$ cat src/rtl/core/indexed_ordered_list_defines.svh
// assertion macros for the indexed ordered list
// no dependencies; included by the modules that carry assertions
`ifndef INDEXED_ORDERED_LIST_DEFINES_SVH
`define INDEXED_ORDERED_LIST_DEFINES_SVH

// same-cycle implication, checked out of reset
`define IOL_ASSERT_IMPL(lbl, clk, rst_n, ante, cons) \
  lbl: assert property (@(posedge clk) disable iff (!rst_n) (ante) |-> (cons)) \
    else $error("iol assertion failed");

// next-cycle implication, checked out of reset
`define IOL_ASSERT_NEXT(lbl, clk, rst_n, ante, cons) \
  lbl: assert property (@(posedge clk) disable iff (!rst_n) (ante) |=> (cons)) \
    else $error("iol assertion failed");

`endif

$ cat src/rtl/core/iol_pkg.sv
// shared types and constants for the indexed ordered list
// no dependencies; used by every module of the block
package iol_pkg;

  localparam int DATA_W          = 32;
  localparam int POS_W           = 8;
  localparam int OPCODE_W        = 3;
  localparam int STATUS_W        = 3;
  localparam int CAPACITY_DEF    = 32;
  localparam int VALUE_WIDTH_DEF = 32;
  localparam int QUEUE_DEPTH     = 2;

  typedef enum logic [OPCODE_W-1:0] {
    OP_PUSH_FRONT = 3'd0,
    OP_PUSH_BACK  = 3'd1,
    OP_POP_FRONT  = 3'd2,
    OP_POP_BACK   = 3'd3,
    OP_INSERT     = 3'd4,
    OP_DELETE     = 3'd5,
    OP_REMOVE     = 3'd6,
    OP_READ       = 3'd7
  } opcode_t;

  typedef enum logic [STATUS_W-1:0] {
    ST_OK       = 3'd0,
    ST_EMPTY    = 3'd1,
    ST_RANGE    = 3'd2,
    ST_FULL     = 3'd3,
    ST_NOTFOUND = 3'd4
  } status_t;

  // what the back end does with the list
  typedef enum logic [1:0] {
    K_INS = 2'd0,
    K_DEL = 2'd1,
    K_RMV = 2'd2,
    K_RD  = 2'd3
  } kind_t;

  // where the position comes from
  typedef enum logic [1:0] {
    P_FRONT = 2'd0,
    P_BACK  = 2'd1,
    P_POS   = 2'd2
  } psel_t;

  typedef struct packed {
    kind_t              kind;
    psel_t              psel;
    logic               want_data;
    logic [POS_W-1:0]   pos;
    logic [DATA_W-1:0]  value;
  } cmd_t;

endpackage

$ cat src/rtl/core/iol_front.sv
// front end: input register and opcode decode into a list command
// depends on iol_pkg
module iol_front (
  input  logic                          clk,
  input  logic                          rst_n,
  input  logic                          in_valid,
  output logic                          in_ready,
  input  logic [iol_pkg::OPCODE_W-1:0]  in_opcode,
  input  logic [iol_pkg::POS_W-1:0]     in_position,
  input  logic [iol_pkg::DATA_W-1:0]    in_item_value,
  output logic                          cmd_valid,
  input  logic                          cmd_ready,
  output iol_pkg::cmd_t                 cmd
);

  logic          fr_valid_r, fr_valid_nxt;
  iol_pkg::cmd_t fr_cmd_r, fr_cmd_nxt;
  logic          accept;

  assign in_ready  = !fr_valid_r || cmd_ready;
  assign accept    = in_valid && in_ready;
  assign cmd_valid = fr_valid_r;
  assign cmd       = fr_cmd_r;

  always_comb begin
    fr_cmd_nxt           = fr_cmd_r;
    fr_valid_nxt         = fr_valid_r;
    if (accept) begin
      fr_valid_nxt         = 1'b1;
      fr_cmd_nxt.pos       = in_position;
      fr_cmd_nxt.value     = in_item_value;
      fr_cmd_nxt.want_data = 1'b0;
      fr_cmd_nxt.psel      = iol_pkg::P_POS;
      case (iol_pkg::opcode_t'(in_opcode))
        iol_pkg::OP_PUSH_FRONT: begin
          fr_cmd_nxt.kind = iol_pkg::K_INS;
          fr_cmd_nxt.psel = iol_pkg::P_FRONT;
        end
        iol_pkg::OP_PUSH_BACK: begin
          fr_cmd_nxt.kind = iol_pkg::K_INS;
          fr_cmd_nxt.psel = iol_pkg::P_BACK;
        end
        iol_pkg::OP_POP_FRONT: begin
          fr_cmd_nxt.kind      = iol_pkg::K_DEL;
          fr_cmd_nxt.psel      = iol_pkg::P_FRONT;
          fr_cmd_nxt.want_data = 1'b1;
        end
        iol_pkg::OP_POP_BACK: begin
          fr_cmd_nxt.kind      = iol_pkg::K_DEL;
          fr_cmd_nxt.psel      = iol_pkg::P_BACK;
          fr_cmd_nxt.want_data = 1'b1;
        end
        iol_pkg::OP_INSERT: begin
          fr_cmd_nxt.kind = iol_pkg::K_INS;
        end
        iol_pkg::OP_DELETE: begin
          fr_cmd_nxt.kind = iol_pkg::K_DEL;
        end
        iol_pkg::OP_REMOVE: begin
          fr_cmd_nxt.kind = iol_pkg::K_RMV;
        end
        default: begin
          fr_cmd_nxt.kind      = iol_pkg::K_RD;
          fr_cmd_nxt.want_data = 1'b1;
        end
      endcase
    end else if (cmd_ready) begin
      fr_valid_nxt = 1'b0;
    end
  end

  always_ff @(posedge clk) begin
    if (!rst_n) begin
      fr_valid_r <= 1'b0;
    end else begin
      fr_valid_r <= fr_valid_nxt;
    end
  end

  always_ff @(posedge clk) begin
    fr_cmd_r <= fr_cmd_nxt;
  end

endmodule

$ cat src/rtl/core/iol_queue.sv
// short command queue between front and back end
// depends on iol_pkg
module iol_queue (
  input  logic          clk,
  input  logic          rst_n,
  input  logic          push_valid,
  output logic          push_ready,
  input  iol_pkg::cmd_t push_cmd,
  output logic          pop_valid,
  input  logic          pop_ready,
  output iol_pkg::cmd_t pop_cmd
);

  localparam int QD = iol_pkg::QUEUE_DEPTH;
  localparam int QA = (QD > 1) ? $clog2(QD) : 1;
  localparam int QC = $clog2(QD + 1);

  iol_pkg::cmd_t  slots_r [QD];
  logic [QA-1:0]  wr_ptr_r, wr_ptr_nxt;
  logic [QA-1:0]  rd_ptr_r, rd_ptr_nxt;
  logic [QC-1:0]  fill_r, fill_nxt;
  logic           do_push, do_pop;

  assign push_ready = fill_r < QC'(QD);
  assign pop_valid  = fill_r != '0;
  assign pop_cmd    = slots_r[rd_ptr_r];
  assign do_push    = push_valid && push_ready;
  assign do_pop     = pop_valid && pop_ready;

  always_comb begin
    wr_ptr_nxt = wr_ptr_r;
    rd_ptr_nxt = rd_ptr_r;
    fill_nxt   = fill_r;
    if (do_push) begin
      wr_ptr_nxt = (wr_ptr_r == QA'(QD - 1)) ? '0 : wr_ptr_r + QA'(1);
    end
    if (do_pop) begin
      rd_ptr_nxt = (rd_ptr_r == QA'(QD - 1)) ? '0 : rd_ptr_r + QA'(1);
    end
    if (do_push && !do_pop) begin
      fill_nxt = fill_r + QC'(1);
    end else if (do_pop && !do_push) begin
      fill_nxt = fill_r - QC'(1);
    end
  end

  always_ff @(posedge clk) begin
    if (!rst_n) begin
      wr_ptr_r <= '0;
      rd_ptr_r <= '0;
      fill_r   <= '0;
    end else begin
      wr_ptr_r <= wr_ptr_nxt;
      rd_ptr_r <= rd_ptr_nxt;
      fill_r   <= fill_nxt;
    end
  end

  always_ff @(posedge clk) begin
    if (do_push) begin
      slots_r[wr_ptr_r] <= push_cmd;
    end
  end

endmodule

$ cat src/rtl/core/iol_back.sv
// back end: row of list cells, shift/compare update and result register
// depends on iol_pkg and indexed_ordered_list_defines.svh
`include "indexed_ordered_list_defines.svh"

module iol_back #(
  parameter int CAPACITY    = iol_pkg::CAPACITY_DEF,
  parameter int VALUE_WIDTH = iol_pkg::VALUE_WIDTH_DEF
) (
  input  logic                          clk,
  input  logic                          rst_n,
  input  logic                          cmd_valid,
  output logic                          cmd_ready,
  input  iol_pkg::cmd_t                 cmd,
  output logic                          out_valid,
  input  logic                          out_ready,
  output logic [iol_pkg::DATA_W-1:0]    out_data,
  output logic [iol_pkg::STATUS_W-1:0]  out_status,
  output logic [$clog2(CAPACITY+1)-1:0] out_count,
  output logic                          out_empty
);

  localparam int DW    = iol_pkg::DATA_W;
  localparam int SW    = (VALUE_WIDTH < DW) ? VALUE_WIDTH : DW;
  localparam int CNT_W = $clog2(CAPACITY + 1);
  localparam int IDX_W = (CAPACITY > 1) ? $clog2(CAPACITY) : 1;
  localparam int PW    = (CNT_W > iol_pkg::POS_W) ? CNT_W : iol_pkg::POS_W;

  logic [SW-1:0]       cells_r [CAPACITY];
  logic [SW-1:0]       cells_nxt [CAPACITY];
  logic [CNT_W-1:0]    count_r, count_nxt;
  logic                out_valid_r, out_valid_nxt;
  logic [DW-1:0]       out_data_r, out_data_nxt;
  iol_pkg::status_t    out_status_r, status;
  logic [CNT_W-1:0]    out_count_r;
  logic                out_empty_r;
  logic                out_err;

  logic                fire, full, empty, found, ok, ins_do, del_do;
  logic [PW-1:0]       count_ext, pos_ext, p_ins, p_del, p_sel;
  logic [IDX_W-1:0]    p_idx;
  logic [CAPACITY-1:0] match, ge_pos, ge_rm, ge;
  logic [SW-1:0]       v, rd_val;

  assign fire      = cmd_valid && (!out_valid_r || out_ready);
  assign cmd_ready = fire;

  assign full      = count_r == CNT_W'(CAPACITY);
  assign empty     = count_r == '0;
  assign count_ext = PW'(count_r);
  assign pos_ext   = PW'(cmd.pos);
  assign v         = cmd.value[SW-1:0];

  // resolve the position for the command
  always_comb begin
    case (cmd.psel)
      iol_pkg::P_FRONT: begin
        p_ins = '0;
        p_del = '0;
      end
      iol_pkg::P_BACK: begin
        p_ins = count_ext;
        p_del = count_ext - PW'(1);
      end
      default: begin
        p_ins = (pos_ext >= count_ext) ? count_ext : pos_ext;
        p_del = pos_ext;
      end
    endcase
    p_sel = (cmd.kind == iol_pkg::K_INS) ? p_ins : p_del;
  end

  assign p_idx  = p_sel[IDX_W-1:0];
  assign rd_val = cells_r[p_idx];

  // per-cell position compare and value match
  always_comb begin
    for (int i = 0; i < CAPACITY; i++) begin
      ge_pos[i] = PW'(i) >= p_sel;
      match[i]  = (PW'(i) < count_ext) && (cells_r[i] == v);
    end
  end

  // cells from the first match upward
  assign ge_rm = match | ~(match - CAPACITY'(1));
  assign found = |match;
  assign ge    = (cmd.kind == iol_pkg::K_RMV) ? ge_rm : ge_pos;

  always_comb begin
    case (cmd.kind)
      iol_pkg::K_INS: begin
        status = full ? iol_pkg::ST_FULL : iol_pkg::ST_OK;
      end
      iol_pkg::K_RMV: begin
        if (empty) begin
          status = iol_pkg::ST_EMPTY;
        end else if (!found) begin
          status = iol_pkg::ST_NOTFOUND;
        end else begin
          status = iol_pkg::ST_OK;
        end
      end
      default: begin
        if (empty) begin
          status = iol_pkg::ST_EMPTY;
        end else if (cmd.psel == iol_pkg::P_POS && pos_ext >= count_ext) begin
          status = iol_pkg::ST_RANGE;
        end else begin
          status = iol_pkg::ST_OK;
        end
      end
    endcase
  end

  assign ok     = status == iol_pkg::ST_OK;
  assign ins_do = ok && cmd.kind == iol_pkg::K_INS;
  assign del_do = ok && (cmd.kind inside {iol_pkg::K_DEL, iol_pkg::K_RMV});

  // shift up to open a gap, or down to close one
  always_comb begin
    for (int i = 0; i < CAPACITY; i++) begin
      cells_nxt[i] = cells_r[i];
      if (ins_do && ge[i]) begin
        if (i == 0) begin
          cells_nxt[i] = v;
        end else if (!ge[i-1]) begin
          cells_nxt[i] = v;
        end else begin
          cells_nxt[i] = cells_r[i-1];
        end
      end else if (del_do && ge[i] && i < CAPACITY - 1) begin
        cells_nxt[i] = cells_r[i+1];
      end
    end
  end

  always_comb begin
    count_nxt = count_r;
    if (ins_do) begin
      count_nxt = count_r + CNT_W'(1);
    end else if (del_do) begin
      count_nxt = count_r - CNT_W'(1);
    end
    out_data_nxt  = (ok && cmd.want_data) ? DW'(rd_val) : '0;
    out_valid_nxt = fire ? 1'b1 : (out_ready ? 1'b0 : out_valid_r);
  end

  always_ff @(posedge clk) begin
    if (!rst_n) begin
      count_r     <= '0;
      out_valid_r <= 1'b0;
    end else begin
      count_r     <= fire ? count_nxt : count_r;
      out_valid_r <= out_valid_nxt;
    end
  end

  always_ff @(posedge clk) begin
    if (fire) begin
      cells_r      <= cells_nxt;
      out_data_r   <= out_data_nxt;
      out_status_r <= status;
      out_count_r  <= count_nxt;
      out_empty_r  <= count_nxt == '0;
    end
  end

  assign out_valid  = out_valid_r;
  assign out_data   = out_data_r;
  assign out_status = out_status_r;
  assign out_count  = out_count_r;
  assign out_empty  = out_empty_r;

  // held result carries an error status
  assign out_err = out_status_r != iol_pkg::ST_OK;

  `IOL_ASSERT_IMPL(a_count_max, clk, rst_n, 1'b1, count_r <= CNT_W'(CAPACITY))
  `IOL_ASSERT_NEXT(a_count_hold, clk, rst_n, !fire, $stable(count_r))
  `IOL_ASSERT_IMPL(a_data_zero, clk, rst_n, out_valid_r && out_err, out_data_r == '0)
  `IOL_ASSERT_IMPL(a_empty_flag, clk, rst_n, out_valid_r, out_empty_r == (out_count_r == '0))

endmodule

$ cat src/rtl/core/indexed_ordered_list.sv
// path: a request beat is taken into the input register, passes the command queue and the list
//   update, and its result beat leaves the output register
// throughput: one request per cycle when nothing stalls; the back end updates the whole cell row at once
// reset: clears the entry count and all handshake state; list cells are not cleared
//   and no clearing pass runs, so requests are taken from the first cycle after reset
module indexed_ordered_list #(
  parameter int CAPACITY    = iol_pkg::CAPACITY_DEF,
  parameter int VALUE_WIDTH = iol_pkg::VALUE_WIDTH_DEF
) (
  input  logic                          clk,
  input  logic                          rst_n,
  // request channel
  input  logic                          in_valid,
  output logic                          in_ready,
  input  logic [iol_pkg::OPCODE_W-1:0]  in_opcode,
  input  logic [iol_pkg::POS_W-1:0]     in_position,
  input  logic [iol_pkg::DATA_W-1:0]    in_item_value,
  // result channel
  output logic                          out_valid,
  input  logic                          out_ready,
  output logic [iol_pkg::DATA_W-1:0]    out_data_out,
  output logic [iol_pkg::STATUS_W-1:0]  out_status,
  output logic [$clog2(CAPACITY+1)-1:0] out_count_out,
  output logic                          out_is_empty
);

  // front to queue
  logic          fq_valid, fq_ready;
  iol_pkg::cmd_t fq_cmd;

  // queue to back end
  logic          qb_valid, qb_ready;
  iol_pkg::cmd_t qb_cmd;

  // decode the opcode into an insert, delete, remove or read command
  iol_front u_front (
    .clk           (clk),
    .rst_n         (rst_n),
    .in_valid      (in_valid),
    .in_ready      (in_ready),
    .in_opcode     (in_opcode),
    .in_position   (in_position),
    .in_item_value (in_item_value),
    .cmd_valid     (fq_valid),
    .cmd_ready     (fq_ready),
    .cmd           (fq_cmd)
  );

  // lets the front keep taking beats while the result side is stalled, until the queue is full
  iol_queue u_queue (
    .clk        (clk),
    .rst_n      (rst_n),
    .push_valid (fq_valid),
    .push_ready (fq_ready),
    .push_cmd   (fq_cmd),
    .pop_valid  (qb_valid),
    .pop_ready  (qb_ready),
    .pop_cmd    (qb_cmd)
  );

  // cell row: every cell shifts or compares in parallel, one command per cycle while results are taken
  iol_back #(
    .CAPACITY    (CAPACITY),
    .VALUE_WIDTH (VALUE_WIDTH)
  ) u_back (
    .clk        (clk),
    .rst_n      (rst_n),
    .cmd_valid  (qb_valid),
    .cmd_ready  (qb_ready),
    .cmd        (qb_cmd),
    .out_valid  (out_valid),
    .out_ready  (out_ready),
    .out_data   (out_data_out),
    .out_status (out_status),
    .out_count  (out_count_out),
    .out_empty  (out_is_empty)
  );

endmodule
$ cat config.mk
export PLATFORM = sky130hd
export DESIGN_NAME = indexed_ordered_list
export DESIGN_NICKNAME = d
export VERILOG_FILES = /design/src/rtl/core/iol_pkg.sv /design/src/rtl/core/iol_front.sv /design/src/rtl/core/iol_queue.sv /design/src/rtl/core/iol_back.sv /design/src/rtl/core/indexed_ordered_list.sv
export VERILOG_INCLUDE_DIRS = /design/src /design/src/rtl/core
export SDC_FILE = /design/constraint.sdc
export NUM_CORES = 2
export LEC_CHECK = 0
export BUFFER_PORTS_ARGS = -buffer_cell sky130_fd_sc_hd__buf_2
export CAP_MARGIN = 10
export CORE_ASPECT_RATIO = 0.75
export CORE_MARGIN = 5
export CORE_UTILIZATION = 27
export CTS_CLUSTER_DIAMETER = 120
export CTS_CLUSTER_SIZE = 28
export DETAILED_ROUTE_END_ITERATION = 8
export GPL_TIMING_DRIVEN = 0
export PLACE_DENSITY = 0.43
export SYNTH_ARGS = -nofsm -noshare
export SYNTH_HDL_FRONTEND = slang
export SYNTH_SLANG_ARGS = --single-unit
export TNS_END_PERCENT = 50
$ cat constraint.sdc
create_clock -name clk -period 10.9 [get_ports clk]
set_input_delay 1.09 -clock clk [delete_from_list [all_inputs] [get_ports clk]]
set_output_delay 1.09 -clock clk [all_outputs]
set_load 0.005 [all_outputs]
# After elaboration in Yosys (flattened, before gate mapping)
# Memory sizes are Yosys's and may differ from the RTL's. A register that Yosys moved wholly into a read port is not among the register bits.
# Cells that the tools add are included.
[op_classes] n_eq_ne=43 n_mux=124 addsub=8 shifts=0 multipliers=0 div=0 n_bitwise=3 order_cmp=67 n_reduce_logical=191
[op_table] operator="32-bit 2-to-1 mux" n=96
[op_table] operator="32-bit equality test" n=32
[op_table] operator="32-bit binary-select mux with 5-bit select" n=1
[op_table] operator="5-bit by 8-bit >= comparator with 1-bit output, first input constant" n=16
[op_table] operator="1-bit logical AND" n=105
[op_table] operator="5-bit by 6-bit less-than comparator with 1-bit output, first input constant" n=16
[op_table] operator="2-bit nonzero test" n=36
[op_table] operator="4-bit by 8-bit >= comparator with 1-bit output, first input constant" n=8
[op_table] operator="2-bit AND reduction" n=32
[op_table] operator="4-bit by 6-bit less-than comparator with 1-bit output, first input constant" n=8
[op_table] operator="3-bit by 8-bit >= comparator with 1-bit output, first input constant" n=4
[op_table] operator="32-bit inverter" n=1
[op_table] operator="32-bit bitwise OR" n=1
[op_table] operator="8-bit case mux with 2 select lines" n=2
[op_table] operator="32-bit OR reduction" n=1
[op_table] operator="32-bit by 1-bit subtractor with 32-bit output, second input constant" n=1
[op_table] operator="3-bit by 6-bit less-than comparator with 1-bit output, first input constant" n=4
[op_table] operator="1-bit by 8-bit >= comparator with 1-bit output, first input constant" n=2
[op_table] operator="2-bit by 8-bit >= comparator with 1-bit output, first input constant" n=2
[op_table] operator="8-bit 2-to-1 mux" n=2
[op_table] operator="6-bit zero test" n=2
[op_table] operator="1-bit by 6-bit less-than comparator with 1-bit output, first input constant" n=2
[op_table] operator="2-bit by 6-bit less-than comparator with 1-bit output, first input constant" n=2
[op_table] operator="6-bit 2-to-1 mux" n=2
[op_table] operator="29 further kinds" n=58
[word_totals] memories=1 regBits=1123 output_inout_bits=44 wordCells=484 latchBits=0 romBits=0 ram_bits=90
[mem_list] name="u_queue.slots_r" depth=2 word_bits=45 rd=1 rd_ports_with_merged_regs=1 write_ports=1 line="iol_queue.sv:18" rtl="iol_pkg::cmd_t slots_r [QD];"

# Logic depth before layout (Yosys ltp)
[depth] word_depth=11 ltp_mapped=24 depth_no_buf=16

# Cells and area by module
# From an unflattened synthesis, not the netlist that was laid out.
[unflattened] cells_unflattened=7412 area_unflattened_um2=85228.0
[modules_own_cells] module="iol_back" cells_each=7193 instances=1 seq_area_each_um2=32150.8 area_per_inst_um2=80314.5
[modules_own_cells] module="iol_queue" cells_each=163 instances=1 seq_area_each_um2=2802.7 area_per_inst_um2=3469.6
[modules_own_cells] module="iol_front" cells_each=56 instances=1 seq_area_each_um2=1371.3 area_per_inst_um2=1443.9

# Least setup slack after synthesis
# OpenSTA, ideal clock, no wires.
[synth_path] kind="register -> register" from="register (tool-made name)" to="register u_back.cells_r[0] (netlist bit), enable pin" arrival_time_ns=8.787 synth_period_minus_slack_ns=9.382 stages_incl_launch_ff=17 n_path_buf=5 setup_slack_ns=1.518 path_cell_list="dfxtp_1 > buf_6 > buf_6 > buf_4 > buf_4 > buf_2 > mux2i_1 > ha_1 > nand2b_1 > a211o_1 > a2111oi_0 > nor2_1 > a21boi_1 > nand2_1 > a21oi_1 > nand2_2 > a2111oi_0"
[synth_lines] element="end signal, assigned" line="iol_back.sv:159" rtl="cells_r <= cells_nxt;"
[synth_lines] element="end, declared" line="iol_back.sv:28" rtl="logic [SW-1:0] cells_r [CAPACITY];"

==> flow_summary.json <==
{
  "dieHeight_um": 487,
  "io_pins": 91,
  "multiInputGateArea_sq_um": 42600,
  "cp_cell_sequence": "buf_6 > buf_6 > buf_6 > mux2_2 > xnor2_1 > nand4_1 > or3_1 > nor3_1 > a311oi_1 > and3_1 > and3_1 > buf_2 > and4_1 > buf_2 > a211oi_2 > buf_4 > nand2b_1 > clkbuf_1 > clkbuf_1 > o21ai_0",
  "overflow": 0,
  "timing_hold_violations_final": 0,
  "worst-endpoint-required_ns": 11.33,
  "drt_first_iter_violations": 13751,
  "largest_net_degree_at_the_start_of_global_routing": 44,
  "most_common_library_cell_in_the_layout_ignoring_fill_and_taps": "sky130_fd_sc_hd__edfxtp_1",
  "power.density_cell_area_nw_per_um2": 373,
  "dieWidth_um": 646,
  "floorplan.rows": 175,
  "mappedNetlistArea_sq_um": 82000,
  "total_switching_power_mw": 20.7,
  "grt.total_usage_pct": 36.7,
  "regArea_sq_um": 36300,
  "syn_avg_cell_area_sq_um": 9.97,
  "worstHoldPathType": "in2reg",
  "power_frac_seq_pct": 21.1,
  "pwr-share-clk_pct": 8.7,
  "ys_seq_elements": 1214,
  "synth_enable_flop_cells": 1201,
  "critPathLaunchType": "flop",
  "drc_errors": 0,
  "crit_path_top_cell_by_count": "sky130_fd_sc_hd__buf_6",
  "grt_pass1_vias": 66707,
  "ir_drop_worst_case_vdd_v": 0.000184,
  "layout.cells.most_common_list": "sky130_fd_sc_hd__edfxtp_1, sky130_fd_sc_hd__nand2_1, sky130_fd_sc_hd__xnor2_1",
  "design.core.area_sq_um": 303000,
  "worstPathArrival_ns": 11.45,
  "max_cap_viol_count": 13,
  "setup_ws_ns": -0.124,
  "drt-wirelength-per-cell_um": 47.8,
  "initial_core_utilization_pct": 27.1,
  "htree_num_levels": 2,
  "final.min_clock_period_ns": 11.02,
  "cts_made_buffers": 55,
  "synthesis.yosys.warnings": 0,
  "p_int_mw": 13.5,
  "yosys_most_used_dff": "sky130_fd_sc_hd__edfxtp_1",
  "worstPathMaxFanout": 10,
  "grt_setup_unrepaired": "false",
  "antenna_violations_before_repair": 47,
  "drt_first_pass_iters": 6,
  "ys_async_sr_fraction_pct": 0,
  "sum_of_negative_setup_slack_ns": -0.215,
  "switching_share_pct": 60.5,
  "clk_tree_root_cell": "sky130_fd_sc_hd__clkbuf_16",
  "number_of_vias_in_the_routed_layout": 75832,
  "drive_above_1_share_pct": 15.3,
  "cts-root-to-sink-buffers": 3,
  "final_nets": 8572,
  "leakagePower_nw": 30.0,
  "placement.io_buffers": 90,
  "cp_slowest_stage_delay_ns": 1.34,
  "cts_resized": 0,
  "max_freq_mhz": 90.7,
  "violations": "max-capacitance violations, max-slew violations, negative setup slack",
  "cts_tree": "done",
  "syn_inst": 8221,
  "end_kind": "flop",
  "detail-route-antenna-nets": 0,
  "post-cts-setup-buffer-count": 0,
  "status": "finished, violations left",
  "setup_viol": 2,
  "grt_first_pass_wirelength_um": 749000,
  "ys_types": 75,
  "finalClockSkew_ns": 0.105,
  "die_area_sq_um": 315000,
  "synth_seq_area_share_pct": 44.3,
  "timing_worst_slew_pin_value_ns": 1.79,
  "route.detailed.vias_per_inst": 5.99,
  "fin_total_pwr_mw": 34.2,
  "numClockSinks": 1214,
  "fin_crit_sh_pct": 101,
  "critPathSlowestCell": "sky130_fd_sc_hd__xnor2_1",
  "critPathKind": "reg2reg",
  "cts.hold.buffers_added": 0,
  "drv_slew": 21,
  "synth.net_count": 8281,
  "area_growth_syn_to_layout_pct": 12.0,
  "path_clk_slew_ns": 0.13,
  "place.detailed.hpwl_um": 521000,
  "globalplace.congestion": 1.18,
  "nFillCells": 31837,
  "worst_slew_margin_rel_pct": -19.9,
  "worstSkewPairLatency_ns": 0.88,
  "routed_wirelength_um": 605000,
  "pwr-share-comb_pct": 70.2
}
[sequential cells by signal, indices dropped and copies added (netlist names), named ones only]
register and cells:
u_back.count_r 6, u_queue.wr_ptr_r 1, u_queue.slots_r 90, u_front.cmd_valid 1
u_queue.fill_r 2, u_back.out_count 6, u_back.out_status 3, u_front.cmd 45
u_back.cells_r 1024, u_back.out_valid 1, u_queue.rd_ptr_r 1, u_back.out_empty 1
u_back.out_data 32
[worst max-delay path, delay by kind of cell (launching register included)]
kind | cells | cell delay (ns)
flops | 1 | 0.35
compound gates | 3 | 2.55
mux | 1 | 0.52
simple gates | 7 | 2.91
buf+inv | 8 | 2.77
xor+xnor | 1 | 1.34
[worst paths after layout]
kind                     from                      to  slack [ns]  cells past startpoint
max                      flop     u_back.cells_r[307]       -0.12                     20
min          in_item_value[1]          u_front.cmd[1]        0.42                      1
max reg2reg              flop     u_back.cells_r[307]       -0.12                     20
min reg2reg   u_front.cmd[18]  u_queue.slots_r[0][18]        0.44                      0
[synth_stat cells (4+ instances only)]
cell type | n | share of area [%]
sky130_fd_sc_hd__edfxtp_1 | 1201 | 44
sky130_fd_sc_hd__nand2_1 | 1107 | 5.1
sky130_fd_sc_hd__xnor2_1 | 1030 | 11
sky130_fd_sc_hd__o21ai_0 | 824 | 5.0
sky130_fd_sc_hd__mux2_2 | 632 | 8.7
sky130_fd_sc_hd__nor2_1 | 461 | 2.1
sky130_fd_sc_hd__clkbuf_1 | 449 | 2.1
sky130_fd_sc_hd__a21oi_1 | 433 | 2.6
sky130_fd_sc_hd__mux2i_1 | 364 | 4.4
sky130_fd_sc_hd__o21ai_1 | 322 | 2.0
sky130_fd_sc_hd__nor4_1 | 213 | 1.6
sky130_fd_sc_hd__mux2_1 | 146 | 2.0
sky130_fd_sc_hd__o22ai_1 | 135 | 1.0
sky130_fd_sc_hd__buf_2 | 117 | 0.71
sky130_fd_sc_hd__nand4_1 | 84 | 0.64
sky130_fd_sc_hd__a221oi_1 | 67 | 0.72
sky130_fd_sc_hd__buf_1 | 67 | 0.31
sky130_fd_sc_hd__buf_4 | 62 | 0.57
sky130_fd_sc_hd__nor3_1 | 44 | 0.27
sky130_fd_sc_hd__buf_6 | 43 | 0.59
sky130_fd_sc_hd__o211ai_1 | 37 | 0.34
sky130_fd_sc_hd__nand3_1 | 34 | 0.21
sky130_fd_sc_hd__a211o_1 | 33 | 0.35
sky130_fd_sc_hd__a22o_1 | 33 | 0.35
sky130_fd_sc_hd__a221o_1 | 32 | 0.39
sky130_fd_sc_hd__and3_1 | 22 | 0.17
sky130_fd_sc_hd__inv_1 | 21 | 0.096
sky130_fd_sc_hd__mux2i_4 | 21 | 0.58
sky130_fd_sc_hd__and2_1 | 15 | 0.11
sky130_fd_sc_hd__a31oi_1 | 14 | 0.11
sky130_fd_sc_hd__dfxtp_1 | 13 | 0.32
sky130_fd_sc_hd__ha_1 | 13 | 0.20
sky130_fd_sc_hd__nand2b_1 | 13 | 0.099
sky130_fd_sc_hd__or4_1 | 11 | 0.10
sky130_fd_sc_hd__or3_1 | 10 | 0.076
sky130_fd_sc_hd__mux2i_2 | 9 | 0.15
sky130_fd_sc_hd__a2111oi_0 | 7 | 0.075
sky130_fd_sc_hd__a41oi_1 | 7 | 0.075
sky130_fd_sc_hd__nor2b_1 | 7 | 0.053
sky130_fd_sc_hd__a21o_1 | 5 | 0.046
sky130_fd_sc_hd__o21a_1 | 5 | 0.046
sky130_fd_sc_hd__or2_2 | 5 | 0.038
sky130_fd_sc_hd__nand2_2 | 4 | 0.031
[area by class of cell]
type / count / area share, %
Timing Repair Buffer: 234 / 2.59
Tap cell: 4071 / 5.55
Multi-Input combinational cell: 6245 / 46.4
Sequential cell: 1214 / 39.6
Clock inverter: 20 / 0.258
Buffer: 738 / 3.80
Clock buffer: 64 / 1.59
Inverter: 24 / 0.0982
Antenna cell: 41 / 0.112
[per-layer routing]
layer  track usage [%]  share of wire [%]  vias to the layer above
li1                  -                  -                    30435
met1              53.8                 46                    39730
met2              45.1                 36                     5327
met3              22.2                 16                      326
met4              5.33                1.7                       14
met5              1.71               0.16                        -
[logic make-up (layout without fill, tap and decap cells)]
| group | count (synthesis) | count (layout) | synth area share (%) |
|---|---|---|---|
| simple gates | 2043 | 2043 | 10.7 |
| compound gates | 1985 | 1985 | 13.5 |
| flops | 1214 | 1214 | 44.3 |
| mux | 1172 | 1172 | 15.9 |
| xor+xnor | 1032 | 1032 | 11.0 |
| buf+inv | 762 | 1080 | 4.35 |
| fa+ha+maj | 13 | 13 | 0.198 |
| other cells | 0 | 41 | 0 |
[power by group through the flow]
stage               Combinational, mW  Sequential [mW]  Clock, mW
global route                     23.8             7.25       3.10
finish                           24.0             7.22       2.97
global placement                 21.5             7.38          0
detailed placement               22.0             7.29          0
CTS                              22.1             7.18       2.98
floorplan                        10.6             6.94          0
[metrics by stage]
stage / hold slack [ns] / instances / worst slack, ns / utilization [%] / instance area, sq um
finish: 0.424 / 12651 / -0.124 / 30.3 / 91800
global route: 0.398 / 12622 / 0.482 / 30.3 / 91700
CTS: 0.366 / 12565 / 0.257 / 30.1 / 91000
detailed placement: 0.430 / 12481 / 0.315 / 29.5 / 89300
global placement: 0.423 / 12382 / -9.62 / 28.9 / 87500
floorplan: 0.421 / 8221 / 1.52 / - / 82000
No activity file was read; power rests on OpenSTA's default activity.
